===== src/hrsp_pkg.sv =====
// hrsp_pkg: shared types, codes and header-name tables for the request parser
// no dependencies; imported by every module of the block
package hrsp_pkg;

    localparam int LENGTH_BITS = 32;
    localparam int FIFO_DEPTH  = 4;
    localparam int FIFO_AW     = $clog2(FIFO_DEPTH);
    localparam int CNT_BITS    = 17;

    localparam logic [15:0] MAX_HDR_RESET = 16'd8192;

    // parser phases
    localparam logic [3:0] PH_METHOD  = 4'd0;
    localparam logic [3:0] PH_URI     = 4'd1;
    localparam logic [3:0] PH_VERSION = 4'd2;
    localparam logic [3:0] PH_HEADER  = 4'd3;
    localparam logic [3:0] PH_BODYLEN = 4'd4;
    localparam logic [3:0] PH_CHUNK   = 4'd5;
    localparam logic [3:0] PH_DONE    = 4'd6;
    localparam logic [3:0] PH_ERROR   = 4'd7;

    // chunk decoder sub states
    localparam logic [2:0] CS_SIZE    = 3'd0;
    localparam logic [2:0] CS_SIZE_LF = 3'd1;
    localparam logic [2:0] CS_DATA    = 3'd2;
    localparam logic [2:0] CS_DATA_CR = 3'd3;
    localparam logic [2:0] CS_DATA_LF = 3'd4;
    localparam logic [2:0] CS_TR_CR   = 3'd5;
    localparam logic [2:0] CS_TR_LF   = 3'd6;

    // field tags
    localparam logic [2:0] KIND_NONE    = 3'd0;
    localparam logic [2:0] KIND_METHOD  = 3'd1;
    localparam logic [2:0] KIND_URI     = 3'd2;
    localparam logic [2:0] KIND_VERSION = 3'd3;
    localparam logic [2:0] KIND_BODY    = 3'd4;

    // header kinds
    localparam logic [1:0] HK_NONE = 2'd0;
    localparam logic [1:0] HK_CL   = 2'd1;
    localparam logic [1:0] HK_TE   = 2'd2;

    // header line scan stages
    localparam logic [1:0] LS_NAME  = 2'd0;
    localparam logic [1:0] LS_COLON = 2'd1;
    localparam logic [1:0] LS_VALUE = 2'd2;
    localparam logic [1:0] LS_SKIP  = 2'd3;

    // value scan stages
    localparam logic [1:0] VS_LEAD = 2'd0;
    localparam logic [1:0] VS_ACT  = 2'd1;
    localparam logic [1:0] VS_STOP = 2'd2;

    localparam logic [4:0] CL_LEN = 5'd14;
    localparam logic [4:0] TE_LEN = 5'd17;
    localparam logic [2:0] CH_LEN = 3'd7;

    localparam logic [7:0] C_CR    = 8'h0D;
    localparam logic [7:0] C_LF    = 8'h0A;
    localparam logic [7:0] C_SP    = 8'h20;
    localparam logic [7:0] C_TAB   = 8'h09;
    localparam logic [7:0] C_VT    = 8'h0B;
    localparam logic [7:0] C_FF    = 8'h0C;
    localparam logic [7:0] C_PLUS  = 8'h2B;
    localparam logic [7:0] C_COLON = 8'h3A;

    // one classified input byte as it travels through the queue
    typedef struct packed {
        logic       restart;
        logic [7:0] data;
        logic       is_cr;
        logic       is_lf;
        logic       is_sp;
        logic       is_ws;
        logic       is_vtff;
        logic       is_dig;
        logic       is_hex;
        logic [3:0] nib;
    } t_cls;

    function automatic logic [7:0] cl_char(input logic [4:0] idx);
        logic [7:0] c;
        unique case (idx)
            5'd0:  c = "C";
            5'd1:  c = "o";
            5'd2:  c = "n";
            5'd3:  c = "t";
            5'd4:  c = "e";
            5'd5:  c = "n";
            5'd6:  c = "t";
            5'd7:  c = "-";
            5'd8:  c = "L";
            5'd9:  c = "e";
            5'd10: c = "n";
            5'd11: c = "g";
            5'd12: c = "t";
            5'd13: c = "h";
            default: c = 8'h00;
        endcase
        return c;
    endfunction

    function automatic logic [7:0] te_char(input logic [4:0] idx);
        logic [7:0] c;
        unique case (idx)
            5'd0:  c = "T";
            5'd1:  c = "r";
            5'd2:  c = "a";
            5'd3:  c = "n";
            5'd4:  c = "s";
            5'd5:  c = "f";
            5'd6:  c = "e";
            5'd7:  c = "r";
            5'd8:  c = "-";
            5'd9:  c = "E";
            5'd10: c = "n";
            5'd11: c = "c";
            5'd12: c = "o";
            5'd13: c = "d";
            5'd14: c = "i";
            5'd15: c = "n";
            5'd16: c = "g";
            default: c = 8'h00;
        endcase
        return c;
    endfunction

    function automatic logic [7:0] ch_char(input logic [2:0] idx);
        logic [7:0] c;
        unique case (idx)
            3'd0: c = "c";
            3'd1: c = "h";
            3'd2: c = "u";
            3'd3: c = "n";
            3'd4: c = "k";
            3'd5: c = "e";
            3'd6: c = "d";
            default: c = 8'h00;
        endcase
        return c;
    endfunction

endpackage


===== src/hrsp_front.sv =====
// hrsp_front: input side, accepts bytes and classifies them for the back end
// depends on hrsp_pkg; feeds hrsp_fifo
module hrsp_front
    import hrsp_pkg::*;
(
    input  logic       i_in_valid,
    input  logic       i_restart,
    input  logic [7:0] i_in_byte,
    input  logic       i_q_full,
    output logic       o_in_stall,
    output logic       o_push,
    output t_cls       o_cls
);

    // stall while the queue has no room
    assign o_in_stall = i_q_full;
    assign o_push     = i_in_valid & ~i_q_full;

    // character classes used by the parser
    always_comb begin
        o_cls.restart = i_restart;
        o_cls.data    = i_in_byte;
        o_cls.is_cr   = (i_in_byte == C_CR);
        o_cls.is_lf   = (i_in_byte == C_LF);
        o_cls.is_sp   = (i_in_byte == C_SP);
        o_cls.is_ws   = (i_in_byte == C_SP) || (i_in_byte == C_TAB) ||
                        (i_in_byte == C_CR) || (i_in_byte == C_LF);
        o_cls.is_vtff = (i_in_byte == C_VT) || (i_in_byte == C_FF);
        o_cls.is_dig  = (i_in_byte >= "0") && (i_in_byte <= "9");
        o_cls.is_hex  = 1'b1;
        o_cls.nib     = 4'd0;
        priority if (i_in_byte >= "0" && i_in_byte <= "9") begin
            o_cls.nib = 4'(i_in_byte - "0");
        end else if (i_in_byte >= "a" && i_in_byte <= "f") begin
            o_cls.nib = 4'(i_in_byte - "a" + 8'd10);
        end else if (i_in_byte >= "A" && i_in_byte <= "F") begin
            o_cls.nib = 4'(i_in_byte - "A" + 8'd10);
        end else begin
            o_cls.is_hex = 1'b0;
        end
    end

endmodule


===== src/hrsp_fifo.sv =====
// hrsp_fifo: short queue of classified bytes between front and back
// depends on hrsp_pkg
module hrsp_fifo
    import hrsp_pkg::*;
(
    input  logic i_clk,
    input  logic i_rst_n,
    input  logic i_push,
    input  t_cls i_data,
    input  logic i_pop,
    output logic o_full,
    output logic o_empty,
    output t_cls o_data
);

    t_cls                 r_mem [FIFO_DEPTH];
    logic [FIFO_AW-1:0]   r_wr;
    logic [FIFO_AW-1:0]   r_rd;
    logic [FIFO_AW:0]     r_cnt;

    assign o_full  = (r_cnt == (FIFO_AW+1)'(FIFO_DEPTH));
    assign o_empty = (r_cnt == '0);
    assign o_data  = r_mem[r_rd];

    // storage
    always_ff @(posedge i_clk) begin
        if (i_push) begin
            r_mem[r_wr] <= i_data;
        end
    end

    // pointers and fill count
    always_ff @(posedge i_clk) begin
        if (!i_rst_n) begin
            r_wr  <= '0;
            r_rd  <= '0;
            r_cnt <= '0;
        end else begin
            if (i_push) begin
                r_wr <= r_wr + 1'b1;
            end
            if (i_pop) begin
                r_rd <= r_rd + 1'b1;
            end
            if (i_push && !i_pop) begin
                r_cnt <= r_cnt + 1'b1;
            end else if (i_pop && !i_push) begin
                r_cnt <= r_cnt - 1'b1;
            end
        end
    end

endmodule


===== src/hrsp_back.sv =====
// hrsp_back: request parser state machine and registered result stage
// depends on hrsp_pkg; reads from hrsp_fifo
module hrsp_back
    import hrsp_pkg::*;
(
    input  logic        i_clk,
    input  logic        i_rst_n,
    input  logic [15:0] i_max_hdr,
    input  logic        i_q_empty,
    input  t_cls        i_q_data,
    output logic        o_pop,
    input  logic        i_res_stall,
    output logic        o_res_valid,
    output logic        o_out_valid,
    output logic [7:0]  o_out_byte,
    output logic [2:0]  o_kind,
    output logic        o_field_end,
    output logic        o_done_res,
    output logic        o_error
);

    logic [3:0]             r_phase, n_phase;
    logic [CNT_BITS-1:0]    r_cnt, n_cnt;
    logic [1:0]             r_crlf, n_crlf;
    logic [4:0]             r_nmi, n_nmi;
    logic [1:0]             r_hk, n_hk;
    logic [2:0]             r_vmi, n_vmi;
    logic [LENGTH_BITS-1:0] r_len, n_len;
    logic                   r_chk, n_chk;
    logic [LENGTH_BITS-1:0] r_rem, n_rem;
    logic [2:0]             r_cs, n_cs;
    logic [1:0]             r_ls, n_ls;
    logic [1:0]             r_vs, n_vs;

    logic                   r_res_valid;
    logic                   r_ov, n_ov;
    logic [7:0]             r_ob, n_ob;
    logic [2:0]             r_kind, n_kind;
    logic                   r_fe, n_fe;
    logic                   r_done, r_err;

    logic [2:0]             m;
    logic                   bad;
    logic                   over;
    logic                   lend;
    logic                   hend;
    logic                   nmatch;
    logic [LENGTH_BITS+3:0] dec;
    t_cls                   d;

    assign d     = i_q_data;
    assign o_pop = ~i_q_empty & (~r_res_valid | ~i_res_stall);

    // decimal accumulate: len*10 + digit
    assign dec = ({4'b0, r_len} << 3) + ({4'b0, r_len} << 1) +
                 {(LENGTH_BITS)'(0), d.nib};
    assign nmatch = (r_hk == HK_CL) ? (r_nmi < CL_LEN && d.data == cl_char(r_nmi))
                                    : (r_nmi < TE_LEN && d.data == te_char(r_nmi));

    // next state for one byte
    always_comb begin
        n_phase = r_phase; n_cnt = r_cnt; n_crlf = r_crlf; n_nmi = r_nmi;
        n_hk = r_hk; n_vmi = r_vmi; n_len = r_len; n_chk = r_chk;
        n_rem = r_rem; n_cs = r_cs; n_ls = r_ls; n_vs = r_vs;
        n_ov = 1'b0; n_ob = 8'd0; n_kind = KIND_NONE; n_fe = 1'b0;
        m = 3'd0; bad = 1'b0; lend = 1'b0; hend = 1'b0; over = 1'b0;
        if (d.restart) begin
            n_phase = PH_METHOD; n_cnt = '0; n_crlf = 2'd0;
            n_ls = LS_NAME; n_nmi = '0; n_hk = HK_NONE; n_vmi = '0; n_vs = VS_LEAD;
            n_len = '0; n_chk = 1'b0; n_rem = '0; n_cs = CS_SIZE;
        end else if (r_phase <= PH_VERSION) begin
            // request line
            n_cnt = r_cnt + 1'b1;
            if (r_crlf == 2'd1) begin
                if (d.is_lf && r_phase == PH_VERSION) m = 3'd2;
                else bad = 1'b1;
            end else if (d.is_cr) begin
                m = 3'd1;
            end
            over = ({1'b0, n_cnt} > ({2'b0, i_max_hdr} + {15'b0, m}));
            priority if (bad || over) begin
                n_phase = PH_ERROR;
            end else if (m == 3'd2) begin
                n_kind = KIND_VERSION; n_fe = 1'b1; n_phase = PH_HEADER; n_crlf = 2'd2;
                n_ls = LS_NAME; n_nmi = '0; n_hk = HK_NONE; n_vmi = '0; n_vs = VS_LEAD;
            end else if (m == 3'd1) begin
                n_crlf = 2'd1;
            end else if (d.is_sp && r_phase != PH_VERSION) begin
                n_kind = r_phase[2:0] + 3'd1; n_fe = 1'b1; n_phase = r_phase + 4'd1;
            end else begin
                n_ov = 1'b1; n_ob = d.data; n_kind = r_phase[2:0] + 3'd1;
            end
        end else if (r_phase == PH_HEADER) begin
            // header lines
            n_crlf = 2'd0;
            if (d.is_cr) n_crlf = (r_crlf == 2'd2) ? 2'd3 : 2'd1;
            else if (d.is_lf && r_crlf == 2'd1) begin n_crlf = 2'd2; lend = 1'b1; end
            else if (d.is_lf && r_crlf == 2'd3) hend = 1'b1;
            m = hend ? 3'd4 : {1'b0, n_crlf};
            n_cnt = r_cnt + 1'b1;
            over = ({1'b0, n_cnt} > ({2'b0, i_max_hdr} + {15'b0, m}));
            priority if (over) begin
                n_phase = PH_ERROR;
            end else if (lend) begin
                if (r_ls == LS_VALUE && r_hk == HK_TE && r_vs != VS_STOP && r_vmi == CH_LEN)
                    n_chk = 1'b1;
                n_ls = LS_NAME; n_nmi = '0; n_hk = HK_NONE; n_vmi = '0; n_vs = VS_LEAD;
            end else if (hend) begin
                priority if (r_chk) begin
                    n_phase = PH_CHUNK; n_cs = CS_SIZE; n_rem = '0;
                end else if (r_len == '0) begin
                    n_phase = PH_DONE; n_kind = KIND_BODY; n_fe = 1'b1;
                end else begin
                    n_phase = PH_BODYLEN;
                end
            end else begin
                unique case (r_ls)
                    LS_NAME: begin
                        if (r_nmi == '0) begin
                            priority if (d.is_ws) begin
                            end else if (d.data == "C") begin
                                n_hk = HK_CL; n_nmi = 5'd1;
                            end else if (d.data == "T") begin
                                n_hk = HK_TE; n_nmi = 5'd1;
                            end else begin
                                n_ls = LS_SKIP;
                            end
                        end else if (nmatch) begin
                            n_nmi = r_nmi + 5'd1;
                            if (n_nmi == ((r_hk == HK_CL) ? CL_LEN : TE_LEN)) n_ls = LS_COLON;
                        end else begin
                            n_ls = LS_SKIP;
                        end
                    end
                    LS_COLON: begin
                        priority if (d.is_ws) begin
                        end else if (d.data == C_COLON) begin
                            n_ls = LS_VALUE; n_vs = VS_LEAD; n_vmi = '0;
                            if (r_hk == HK_CL) n_len = '0;
                        end else begin
                            n_ls = LS_SKIP;
                        end
                    end
                    LS_VALUE: begin
                        if (r_hk == HK_CL) begin
                            // content length digits, saturating
                            priority if (r_vs == VS_LEAD && (d.is_ws || d.is_vtff)) begin
                            end else if (r_vs == VS_LEAD && d.data == C_PLUS) begin
                                n_vs = VS_ACT;
                            end else if (r_vs != VS_STOP && d.is_dig) begin
                                n_vs = VS_ACT;
                                n_len = (dec[LENGTH_BITS+3:LENGTH_BITS] != 4'd0) ? '1
                                      : dec[LENGTH_BITS-1:0];
                            end else begin
                                n_vs = VS_STOP;
                            end
                        end else begin
                            // transfer encoding value match
                            priority if (r_vs == VS_STOP) begin
                            end else if (r_vmi >= CH_LEN) begin
                                if (!d.is_ws) n_vs = VS_STOP;
                            end else if (r_vmi == '0 && d.is_ws) begin
                            end else if (d.data == ch_char(r_vmi)) begin
                                n_vmi = r_vmi + 3'd1;
                            end else begin
                                n_vs = VS_STOP;
                            end
                        end
                    end
                    default: begin
                    end
                endcase
            end
        end else if (r_phase == PH_BODYLEN) begin
            n_ov = 1'b1; n_ob = d.data; n_kind = KIND_BODY;
            n_len = r_len - 1'b1;
            if (n_len == '0) begin
                n_fe = 1'b1; n_phase = PH_DONE;
            end
        end else if (r_phase == PH_CHUNK) begin
            // chunked framing
            unique case (r_cs)
                CS_SIZE: begin
                    priority if (d.is_cr) n_cs = CS_SIZE_LF;
                    else if (!d.is_hex) n_phase = PH_ERROR;
                    else if (r_rem[LENGTH_BITS-1:LENGTH_BITS-4] != 4'd0) n_rem = '1;
                    else n_rem = {r_rem[LENGTH_BITS-5:0], d.nib};
                end
                CS_SIZE_LF: begin
                    if (!d.is_lf) n_phase = PH_ERROR;
                    else n_cs = (r_rem == '0) ? CS_TR_CR : CS_DATA;
                end
                CS_DATA: begin
                    n_ov = 1'b1; n_ob = d.data; n_kind = KIND_BODY;
                    n_rem = r_rem - 1'b1;
                    if (n_rem == '0) n_cs = CS_DATA_CR;
                end
                CS_DATA_CR: begin
                    if (d.is_cr) n_cs = CS_DATA_LF; else n_phase = PH_ERROR;
                end
                CS_DATA_LF: begin
                    if (d.is_lf) n_cs = CS_SIZE; else n_phase = PH_ERROR;
                end
                CS_TR_CR: begin
                    if (d.is_cr) n_cs = CS_TR_LF; else n_phase = PH_ERROR;
                end
                CS_TR_LF: begin
                    if (d.is_lf) begin
                        n_phase = PH_DONE; n_kind = KIND_BODY; n_fe = 1'b1;
                    end else begin
                        n_phase = PH_ERROR;
                    end
                end
                default: n_phase = PH_ERROR;
            endcase
        end
        // error step shows only the flag
        if (n_phase == PH_ERROR) begin
            n_ov = 1'b0; n_ob = 8'd0; n_kind = KIND_NONE; n_fe = 1'b0;
        end
    end

    // parser state
    always_ff @(posedge i_clk) begin
        if (!i_rst_n) begin
            r_phase <= PH_METHOD; r_cnt <= '0; r_crlf <= 2'd0; r_nmi <= '0;
            r_hk <= HK_NONE; r_vmi <= '0; r_len <= '0; r_chk <= 1'b0;
            r_rem <= '0; r_cs <= CS_SIZE; r_ls <= LS_NAME; r_vs <= VS_LEAD;
        end else if (o_pop) begin
            r_phase <= n_phase; r_cnt <= n_cnt; r_crlf <= n_crlf; r_nmi <= n_nmi;
            r_hk <= n_hk; r_vmi <= n_vmi; r_len <= n_len; r_chk <= n_chk;
            r_rem <= n_rem; r_cs <= n_cs; r_ls <= n_ls; r_vs <= n_vs;
        end
    end

    // result register
    always_ff @(posedge i_clk) begin
        if (!i_rst_n) begin
            r_res_valid <= 1'b0;
        end else if (o_pop) begin
            r_res_valid <= 1'b1;
        end else if (!i_res_stall) begin
            r_res_valid <= 1'b0;
        end
    end

    always_ff @(posedge i_clk) begin
        if (o_pop) begin
            r_ov   <= n_ov;
            r_ob   <= n_ob;
            r_kind <= n_kind;
            r_fe   <= n_fe;
            r_done <= (n_phase == PH_DONE);
            r_err  <= (n_phase == PH_ERROR);
        end
    end

    assign o_res_valid = r_res_valid;
    assign o_out_valid = r_ov;
    assign o_out_byte  = r_ob;
    assign o_kind      = r_kind;
    assign o_field_end = r_fe;
    assign o_done_res  = r_done;
    assign o_error     = r_err;

`ifndef SYNTHESIS
    a_done_err: assert property (@(posedge i_clk) disable iff (!i_rst_n)
        r_res_valid |-> !(r_done && r_err))
        else $error("done and error both set");
    a_valid_kind: assert property (@(posedge i_clk) disable iff (!i_rst_n)
        (r_res_valid && r_ov) |-> (r_kind != KIND_NONE))
        else $error("emitted byte without a field tag");
    a_err_quiet: assert property (@(posedge i_clk) disable iff (!i_rst_n)
        (r_res_valid && r_err) |-> (!r_ov && !r_fe && r_kind == KIND_NONE))
        else $error("error result carries payload");
    a_hold: assert property (@(posedge i_clk) disable iff (!i_rst_n)
        (r_res_valid && i_res_stall) |=> (r_res_valid && $stable(r_ob) && $stable(r_kind)))
        else $error("result changed while stalled");
`endif

endmodule


===== src/http_request_stream_parser.sv =====
// http_request_stream_parser: top level, register port and front/queue/back wiring
// depends on hrsp_pkg, hrsp_front, hrsp_fifo, hrsp_back
//
// Parses an HTTP/1.1 request one byte per transaction and returns one result per
// byte: request line fields tagged method/uri/version, body bytes by content
// length or chunked decoding, and sticky done and error flags. Sustained rate is
// one byte per clock while the result side does not stall. A byte passes through
// the four-entry queue, then the parser stage writes its result register; a result
// stall holds bytes in the queue. The per-byte parser update is the single stage
// that sets this rate. max_header_bytes sits at address 0 (aliased at 0 to 3); the
// user writes it only while the block is idle, which the block does not enforce.
module http_request_stream_parser
    import hrsp_pkg::*;
(
    input  logic        i_clk,
    input  logic        i_rst_n,
    input  logic        i_in_valid,
    output logic        o_in_stall,
    input  logic        i_restart,
    input  logic [7:0]  i_in_byte,
    output logic        o_res_valid,
    input  logic        i_res_stall,
    output logic        o_out_valid,
    output logic [7:0]  o_out_byte,
    output logic [2:0]  o_kind,
    output logic        o_field_end,
    output logic        o_done_res,
    output logic        o_error,
    input  logic        psel,
    input  logic        penable,
    input  logic        pwrite,
    input  logic [2:0]  paddr,
    input  logic [31:0] pwdata,
    output logic [31:0] prdata,
    output logic        pready
);

    logic [15:0] r_max_hdr;
    logic        push;
    logic        pop;
    logic        q_full;
    logic        q_empty;
    t_cls        cls_in;
    t_cls        cls_out;

    // register port
    assign pready = 1'b1;
    assign prdata = (paddr[2] == 1'b0) ? {16'd0, r_max_hdr} : 32'd0;

    always_ff @(posedge i_clk) begin
        if (!i_rst_n) begin
            r_max_hdr <= MAX_HDR_RESET;
        end else if (psel && penable && pwrite && paddr[2] == 1'b0) begin
            r_max_hdr <= pwdata[15:0];
        end
    end

    hrsp_front u_front (
        .i_in_valid (i_in_valid),
        .i_restart  (i_restart),
        .i_in_byte  (i_in_byte),
        .i_q_full   (q_full),
        .o_in_stall (o_in_stall),
        .o_push     (push),
        .o_cls      (cls_in)
    );

    hrsp_fifo u_fifo (
        .i_clk   (i_clk),
        .i_rst_n (i_rst_n),
        .i_push  (push),
        .i_data  (cls_in),
        .i_pop   (pop),
        .o_full  (q_full),
        .o_empty (q_empty),
        .o_data  (cls_out)
    );

    hrsp_back u_back (
        .i_clk       (i_clk),
        .i_rst_n     (i_rst_n),
        .i_max_hdr   (r_max_hdr),
        .i_q_empty   (q_empty),
        .i_q_data    (cls_out),
        .o_pop       (pop),
        .i_res_stall (i_res_stall),
        .o_res_valid (o_res_valid),
        .o_out_valid (o_out_valid),
        .o_out_byte  (o_out_byte),
        .o_kind      (o_kind),
        .o_field_end (o_field_end),
        .o_done_res  (o_done_res),
        .o_error     (o_error)
    );

endmodule

===== config.mk =====
export PLATFORM = sky130hd
export DESIGN_NAME = http_request_stream_parser
export DESIGN_NICKNAME = d
export VERILOG_FILES = /design/src/hrsp_pkg.sv /design/src/hrsp_front.sv /design/src/hrsp_fifo.sv /design/src/hrsp_back.sv /design/src/http_request_stream_parser.sv
export SDC_FILE = /design/constraint.sdc
export NUM_CORES = 1
export LEC_CHECK = 0
export BUFFER_PORTS_ARGS = -buffer_cell sky130_fd_sc_hd__buf_2
export CAP_MARGIN = 10
export CORE_MARGIN = 8
export CORE_UTILIZATION = 60
export CTS_CLUSTER_DIAMETER = 80
export CTS_CLUSTER_SIZE = 8
export DETAILED_ROUTE_END_ITERATION = 8
export PLACE_DENSITY = 0.79
export SETUP_SLACK_MARGIN = 0.02
export SYNTH_ARGS = -nofsm -noshare
export SYNTH_HDL_FRONTEND = slang
export SYNTH_SLANG_ARGS = --single-unit

===== constraint.sdc =====
create_clock -name i_clk -period 7.85 [get_ports i_clk]
set_input_delay 0.3925 -clock i_clk [delete_from_list [all_inputs] [get_ports i_clk]]
set_output_delay 0.3925 -clock i_clk [all_outputs]
set_load 0.005 [all_outputs]

==> impl_metrics.toml, run 1 <==
[synth]
syn_inst = 2089
synth_top_family_by_area = "simple AND/OR/NAND/NOR gates"
synthArstFlopShare_pct = 0
synthAdderAreaFrac_pct = 10.1
synth_compound_area_share_pct = 20.9
synth-edff-count = 95
ys_seq_area_share_pct = 31.9
synthSimpleGateAreaFrac_pct = 22.1
synth-xor-area-share_pct = 6.11
synth_ff_type = "dfxtp_1"
synth-seq-cells = 240
syn_avg_cell_area_um2 = 8.64
syn_area_mm2 = 0.0181
muxShareOfSynthArea_pct = 3.80
synthDistinctLibCells = 120
ys_warn_count = 0

[cts]
root_buffer = "clkbuf_16"
cts_sinks = 240
cts_tree = "built"
clk_latency_ns = 0.52
ctsHoldBuffers = 0
cts.path.max_buffers = 3
cts_made_buffers = 35
cts_setup_buffers = 0
htreeDepth = 2
cts-resized-gates = 0
clk_pin_slew_ns = 0.05

[floorplanning]
die_w_um = 189
coreArea_mm2 = 0.0296
pin_count = 101
initial_core_util_pct = 60.9
die-height_um = 189
die_area_mm2 = 0.0359
std_cell_rows = 63

[sta]
slew_viol_final = 0
rsz0062_at_grt = "no"
fin_crit_ns = 6.91
post-route-period-util_pct = 88.0
finClkSkew_ns = 0.0142
relSlewSlack_pct = 28.7
max_freq_ghz = 0.145
setup_violations = 0
hold_violations = 0
worst_pin_slew_ns = 1.07
fin_ws_ns = 0.939
tns_ns = 0
hold_ws_ns = 0.0882

[global_route]
grt_max_degree = 84
antenna_found_initial = 0
grtUsageTotal_pct = 25.3
grt_pass1_wl_um = 76900
overflow = 0
grt_pass1_vias = 15500

[placed_design]
portBuffers = 65
dpl.hpwl_um = 33300
gp_congestion = 0.936
pre_cts_slack_ns = 1.05

[pwr]
p_sw_share_pct = 42.3
p_clk_share_pct = 24.3
p_per_area_mw_per_mm2 = 294
internal_power_mw = 3.29
p_comb_share_pct = 45.6
power.total_mw = 5.70
power.switching_mw = 2.41
power_frac_seq_pct = 30.1
leakage_nw = 7.64
ir_drop_mv = 0.221

[final_layout]
area_growth_pct = 7.34
drive_gt1_share_pct = 10.4
finish.utilization_pct = 65.4
final_nets = 2275
fill_cells = 2439
diodes = 0

[route]
remaining_drc_errors = 0
wl_um = 47100
routedWlPerCell_um = 18.9
drt_iter0_drc = 1561
vias = 16200
firstDrtPassIters = 6
via_per_inst = 6.50
ant_nets = 0

[setup_path]
cp_slowest_cell = "or3_4"
cp_max_fo = 11
crit_family = "simple AND/OR/NAND/NOR gates"
crit_buf_inv = 4
crit_type = "reg -> reg"
r2r_slack_ns = 0.94
cp_slowest_stage_delay_ns = 0.51
startpoint_type = "flip-flop"
worstPathRequired_ns = 8.26
critPathCaptureType = "flip-flop"
arrival_ns = 7.32

[min_path]
hold_path.class = "in -> reg"

[flow_run]
maxCapViolations = 0

[status]
status = "finished clean"
==> layout by cell type, fill, tap and decap left out, types with 10 or more instances in the layout <==
cell type and instances:
nor2_1 174, or3_1 28, and3_1 29, nor4_1 39, and2_1 18, o211ai_1 14, ha_1 136, nand2b_1 16
buf_4 12, xor2_1 51, conb_1 17, o31ai_1 20, o21a_1 12, a31oi_1 30, a21oi_1 142, nor2b_1 33
edfxtp_1 95, dfxtp_1 144, mux4_2 18, o21ai_0 127, nand4_1 35, nand3_1 58, clkbuf_16 35, a21o_1 26
nor3_1 69, inv_1 63, buf_2 65, or4_1 18, xnor2_1 75, a22oi_1 16, nand2_1 184, o221a_2 22
o311ai_0 10, mux2i_1 21, a211oi_1 14, clkbuf_1 15
==> state kept, by name (all words and copies together), names as in the netlist, 2 cells and up, named ones only <==
name,count
u_back.r_cnt,17
u_back.o_kind,3
u_back.r_hk,2
u_back.r_rem,32
u_back.r_cs,3
u_back.r_crlf,2
u_back.r_len,32
r_max_hdr,16
u_fifo.r_cnt,3
u_back.r_vs,2
u_back.r_vmi,3
u_fifo.r_rd,2
u_back.r_nmi,5
u_back.o_out_byte,8
u_back.r_ls,2
u_fifo.r_wr,2
u_fifo.r_mem,80
u_back.r_phase,4
==> cell type report <==
cell class | count | area (um2) | share of cell area, %
Timing Repair Buffer | 77 | 415 | 2.14
Clock inverter | 3 | 80.1 | 0.413
Tap cell | 390 | 488 | 2.52
Clock buffer | 50 | 932 | 4.81
Sequential cell | 240 | 5760 | 29.7
Inverter | 70 | 263 | 1.36
Multi-Input combinational cell | 1659 | 11400 | 59.1
==> Yosys cell counts, types with 8 or more instances <==
cell	instances	area (um2)
nor4_1	39	244
o311ai_0	10	87.6
buf_4	20	150
mux2i_1	22	220
a211oi_1	14	105
nand2b_1	16	100
o31ai_1	20	150
or3_1	28	175
o211ai_1	14	105
mux4_2	18	405
a31oi_1	30	188
o21ai_1	8	40.0
nand2_1	184	691
xor2_1	51	447
and3_1	29	181
or2_2	8	50.1
o21ai_0	127	636
nor3_1	69	345
inv_1	64	240
buf_6	8	90.1
o21a_1	12	90.1
edfxtp_1	95	2850
a21oi_1	142	711
clkbuf_1	91	342
ha_1	136	1700
nor2b_1	33	206
o21bai_1	8	60.1
o221a_2	22	248
a311oi_1	8	70.1
buf_1	8	30.0
nand3_1	58	290
and2_1	17	106
a22oi_1	16	120
a2111oi_0	8	70.1
a41oi_1	8	70.1
nand4_1	35	219
dfxtp_1	145	2900
nor2_1	175	657
xnor2_1	75	657
a21o_1	26	195
or4_1	18	135
==> cell families after synthesis <==
kind of cell / Yosys count
compound gates: 558
fa+ha+maj: 143
mux: 45
simple gates: 770
flops: 240
xor+xnor: 126
buf+inv: 205
other cells: 2
==> per-stage QoR <==
stage / instances / instance area, um2
3_5_place_dp: 2436 / 18400
2_1_floorplan: 2104 / 18100
4_1_cts: 2489 / 19400
6_report: 2489 / 19400
3_3_place_gp: 2436 / 18400
5_1_grt: 2489 / 19400
==> final timing paths <==
| check | depth (start not counted) | endpoint | from |
|---|---|---|---|
| worst max register to register | 26 | flip-flop | flip-flop |
| worst min register to register | 2 | u_back.o_res_valid$_SDFFE_PN0P_ | u_back.o_res_valid$_SDFFE_PN0P_ |
| worst max-delay path | 26 | flip-flop | flip-flop |
| worst min-delay path | 1 | u_fifo.r_mem[3][19]$_DFFE_PP_ | i_restart |
==> routing by layer <==
metal	part of all wire [%]	wire length [um]	track usage, %	up-vias
li1	-	-	-	7774
met1	43	20300	33.0	7636
met2	46	21800	41.2	661
met3	7.3	3430	3.88	109
met4	3.3	1550	11.2	0
met5	0	0	0	-
==> power groups by stage <==
stage / sequential (mW) / combinational (mW) / clock, mW
after floorplan: 1.62 / 2.04 / 0
after global placement: 1.72 / 2.48 / 0
after detailed placement: 1.73 / 2.54 / 0
after CTS: 1.71 / 2.56 / 1.40
after global routing: 1.74 / 2.86 / 1.45
final: 1.71 / 2.60 / 1.39
==> worst reg2reg max path: stages (launching register included) <==
cell and delay [ns]:
dfxtp_1 0.47, mux2i_1 0.14, mux2_2 0.36, inv_2 0.16, nand2_1 0.16, inv_1 0.13
ha_1 0.20, inv_1 0.06, fa_1 0.40, nor2_1 0.24, and4_1 0.26, and3_1 0.22
nand3_1 0.10, xor2_1 0.17, ha_1 0.30, nand3_1 0.12, nor4_1 0.38, o31ai_1 0.13
a31oi_1 0.45, nor3_1 0.16, or3_4 0.51, a211oi_2 0.41, or2_1 0.32, inv_1 0.11
ha_1 0.37, nor4_1 0.08, o41ai_1 0.38
Power figures use the tool's default switching activity.
==> inputs of run 2 (changes only) <==
Settings changed: MAX_ROUTING_LAYER set to met4, SYNTH_HIERARCHICAL set to 1.
==> run 2 against run 1 <==
  * Synthesized cell count shrank 2.5%
  * Power increased by 24%
  * Critical path depth fell by 3
  * Die area is 1.7% lower
  * Cell count fell by 1.8%
  * Sequential share of layout area increased by 0.46 points
  * First-iteration DRC count is 12% lower
  * Non-clock buffer count rose by 3
  * Worst hold slack gained 0.0048 ns
  * Global-route usage hardly changed
  * Clock skew increased by 0.010 ns
  * Final area is 1.5% lower
  * Highest routed layer unchanged
==> impl_metrics.toml, run 2 <==
[status]
status = "finished clean"

[route]
wl_um = 45500
remaining_drc_errors = 0
routedWlPerCell_um = 18.6
drt_iter0_drc = 1371
via_per_inst = 6.40
firstDrtPassIters = 6
vias = 15600
ant_nets = 0

[setup_path]
crit_chain = "buf_4 > mux4_2 > nand2_1 > nor3_2 > inv_1 > fa_1 > nor2b_1 > nand4_1 > xor2_1 > ha_1 > a211oi_1 > nor2_1 > a2111o_1 > a211o_1 > a21oi_1 > o21a_1 > mux2_2 > inv_1 > ha_1 > inv_1 > nor3_1 > a2111oi_0 > nor2_1"
crit_type = "reg -> reg"
startpoint_type = "flip-flop"
crit_family = "compound AO/OA/AOI/OAI gates"
critPathCaptureType = "flip-flop"
crit_buf_inv = 4
worstPathRequired_ns = 8.25
arrival_ns = 7.07
timing.critical_path.mode_cell = "inv_1"
cp_slowest_cell = "a21oi_1"
cp_slowest_stage_delay_ns = 0.50
cp_max_fo = 19

[final_layout]
area_growth_pct = 7.67
final_common_cell = "nor2_1"
largest_register_ffs = 80
reg_top3 = "u_fifo/r_mem x80, u_back/r_len x32, u_back/r_rem x32"
final_cell_mix = "164 x nor2_1, 157 x a21oi_1, 154 x nand2_1"
fill_cells = 2384
top_register = "u_fifo/r_mem"
diodes = 0
drive_gt1_share_pct = 10.8
final_nets = 2227

[floorplanning]
initial_core_util_pct = 60.3
std_cell_rows = 63
coreArea_mm2 = 0.0294
die_area_mm2 = 0.0353
die_w_um = 188
die-height_um = 188
pin_count = 101

[global_route]
grt_pass1_vias = 14900
antenna_found_initial = 0
grt_max_degree = 53
grtUsageTotal_pct = 25.4
overflow = 0
grt_pass1_wl_um = 74500

[cts]
clk_pin_slew_ns = 0.05
clk_latency_ns = 0.52
cts.path.max_buffers = 3
cts_made_buffers = 36
cts_sinks = 240
cts_setup_buffers = 0
ctsHoldBuffers = 0
root_buffer = "clkbuf_16"
cts-resized-gates = 0
htreeDepth = 2
cts_tree = "built"

[min_path]
hold_path.class = "in -> reg"
worstHoldStart = "i_restart"

[placed_design]
dpl.hpwl_um = 31900
portBuffers = 65
gp_congestion = 0.953

[pwr]
power.total_mw = 7.07
p_sw_share_pct = 45.7
p_per_area_mw_per_mm2 = 371
p_comb_share_pct = 53.6
internal_power_mw = 3.84
power_frac_seq_pct = 26.3
p_clk_share_pct = 20.1
leakage_nw = 7.65
power.switching_mw = 3.23
ir_drop_mv = 0.311

[sta]
tns_ns = 0
setup_violations = 0
worst_pin_slew_ns = 1.06
fin_crit_ns = 6.67
hold_violations = 0
post-route-period-util_pct = 84.9
rsz0062_at_grt = "no"
slew_viol_final = 0
finClkSkew_ns = 0.0245
relSlewSlack_pct = 29.1
max_freq_ghz = 0.150

[synth]
synthTopCellsByCount = "165 x nor2_1, 157 x a21oi_1, 154 x nand2_1, 145 x dfxtp_1, 145 x o21ai_0"
synth_top_area_share_pct = 16.4
yosysTopAreaCell = "dfxtp_1"
synthDistinctLibCells = 100
synth-edff-count = 95
synth_most_common_cell = "nor2_1"
syn_inst = 2036
synthTopCellsByArea = "dfxtp_1 16%, edfxtp_1 16%, ha_1 9.8%, a21oi_1 4.4%, o21ai_0 4.1%"
syn_avg_cell_area_um2 = 8.71
synthArstFlopShare_pct = 0
synth_ff_type = "dfxtp_1"
ys_seq_area_share_pct = 32.5
ys_warn_count = 6
syn_area_mm2 = 0.0177
synth-seq-cells = 240

[flow_run]
maxCapViolations = 0
run 2: final timing paths:
path | end | slack, ns | cells past startpoint
worst max-delay path | flip-flop | 1.18 | 23
worst min-delay path | u_fifo/r_mem[1][19]$_DFFE_PP_ | 0.09 | 1
worst max register to register | flip-flop | 1.18 | 23
worst min register to register | u_back/r_cnt[1]$_SDFFE_PN0P_ | 0.47 | 2
run 2: routing by layer:
metal | global-route usage, % | part of all wire (%) | wire (um) | vias up
met2 | 40.4 | 46 | 21100 | 639
met1 | 33.5 | 45 | 20400 | 7374
met5 | - | 0 | 0 | -
li1 | - | - | - | 7524
met4 | 8.27 | 2.6 | 1190 | 0
met3 | 2.92 | 6.2 | 2830 | 102
run 2: cell type report:
cell class              count  area, um2  share of cell area (%)
well taps                 390        488                    2.56
multi-input cells        1607      11100                    58.2
clock inverters             4       55.1                   0.288
clock buffers              55        982                    5.15
flip-flops and latches    240       5760                    30.2
inverters                  67        251                    1.32
repair buffers             80        438                    2.29
run 2: cells by family after synthesis:
family | share of synthesized area, %
and+or+nand+nor | 21.2
AOI/OAI and AO/OA | 20.6
DFF | 32.5
buffers and inverters | 5.20
adders and majority gates | 10.4
xor gates and xnor gates | 5.73
muxes | 4.33
other | 0.0424
run 2: through the flow:
| stage | setup slack, ns | cell area [um2] | std cells | hold WS [ns] | utilization, % |
|---|---|---|---|---|---|
| 3_3_place_gp | 1.31 | 18000 | 2383 | 0.457 | 61.4 |
| 4_1_cts | 1.16 | 19100 | 2442 | 0.0730 | 64.9 |
| 3_5_place_dp | 1.20 | 18000 | 2383 | 0.465 | 61.4 |
| 2_1_floorplan | 1.95 | 17800 | 2051 | 0.442 | - |
| 6_report | 1.18 | 19100 | 2443 | 0.0930 | 64.9 |
| 5_1_grt | 0.714 | 19100 | 2443 | 0.0890 | 64.9 |
run 2: power groups by stage:
stage                     Clock [mW]  Sequential (mW)  Combinational [mW]
final                           1.43             1.86                3.79
after global routing            1.50             1.89                4.19
after CTS                       1.45             1.85                3.71
after detailed placement           0             1.87                3.69
after global placement             0             1.86                3.60
after floorplan                    0             1.75                2.97
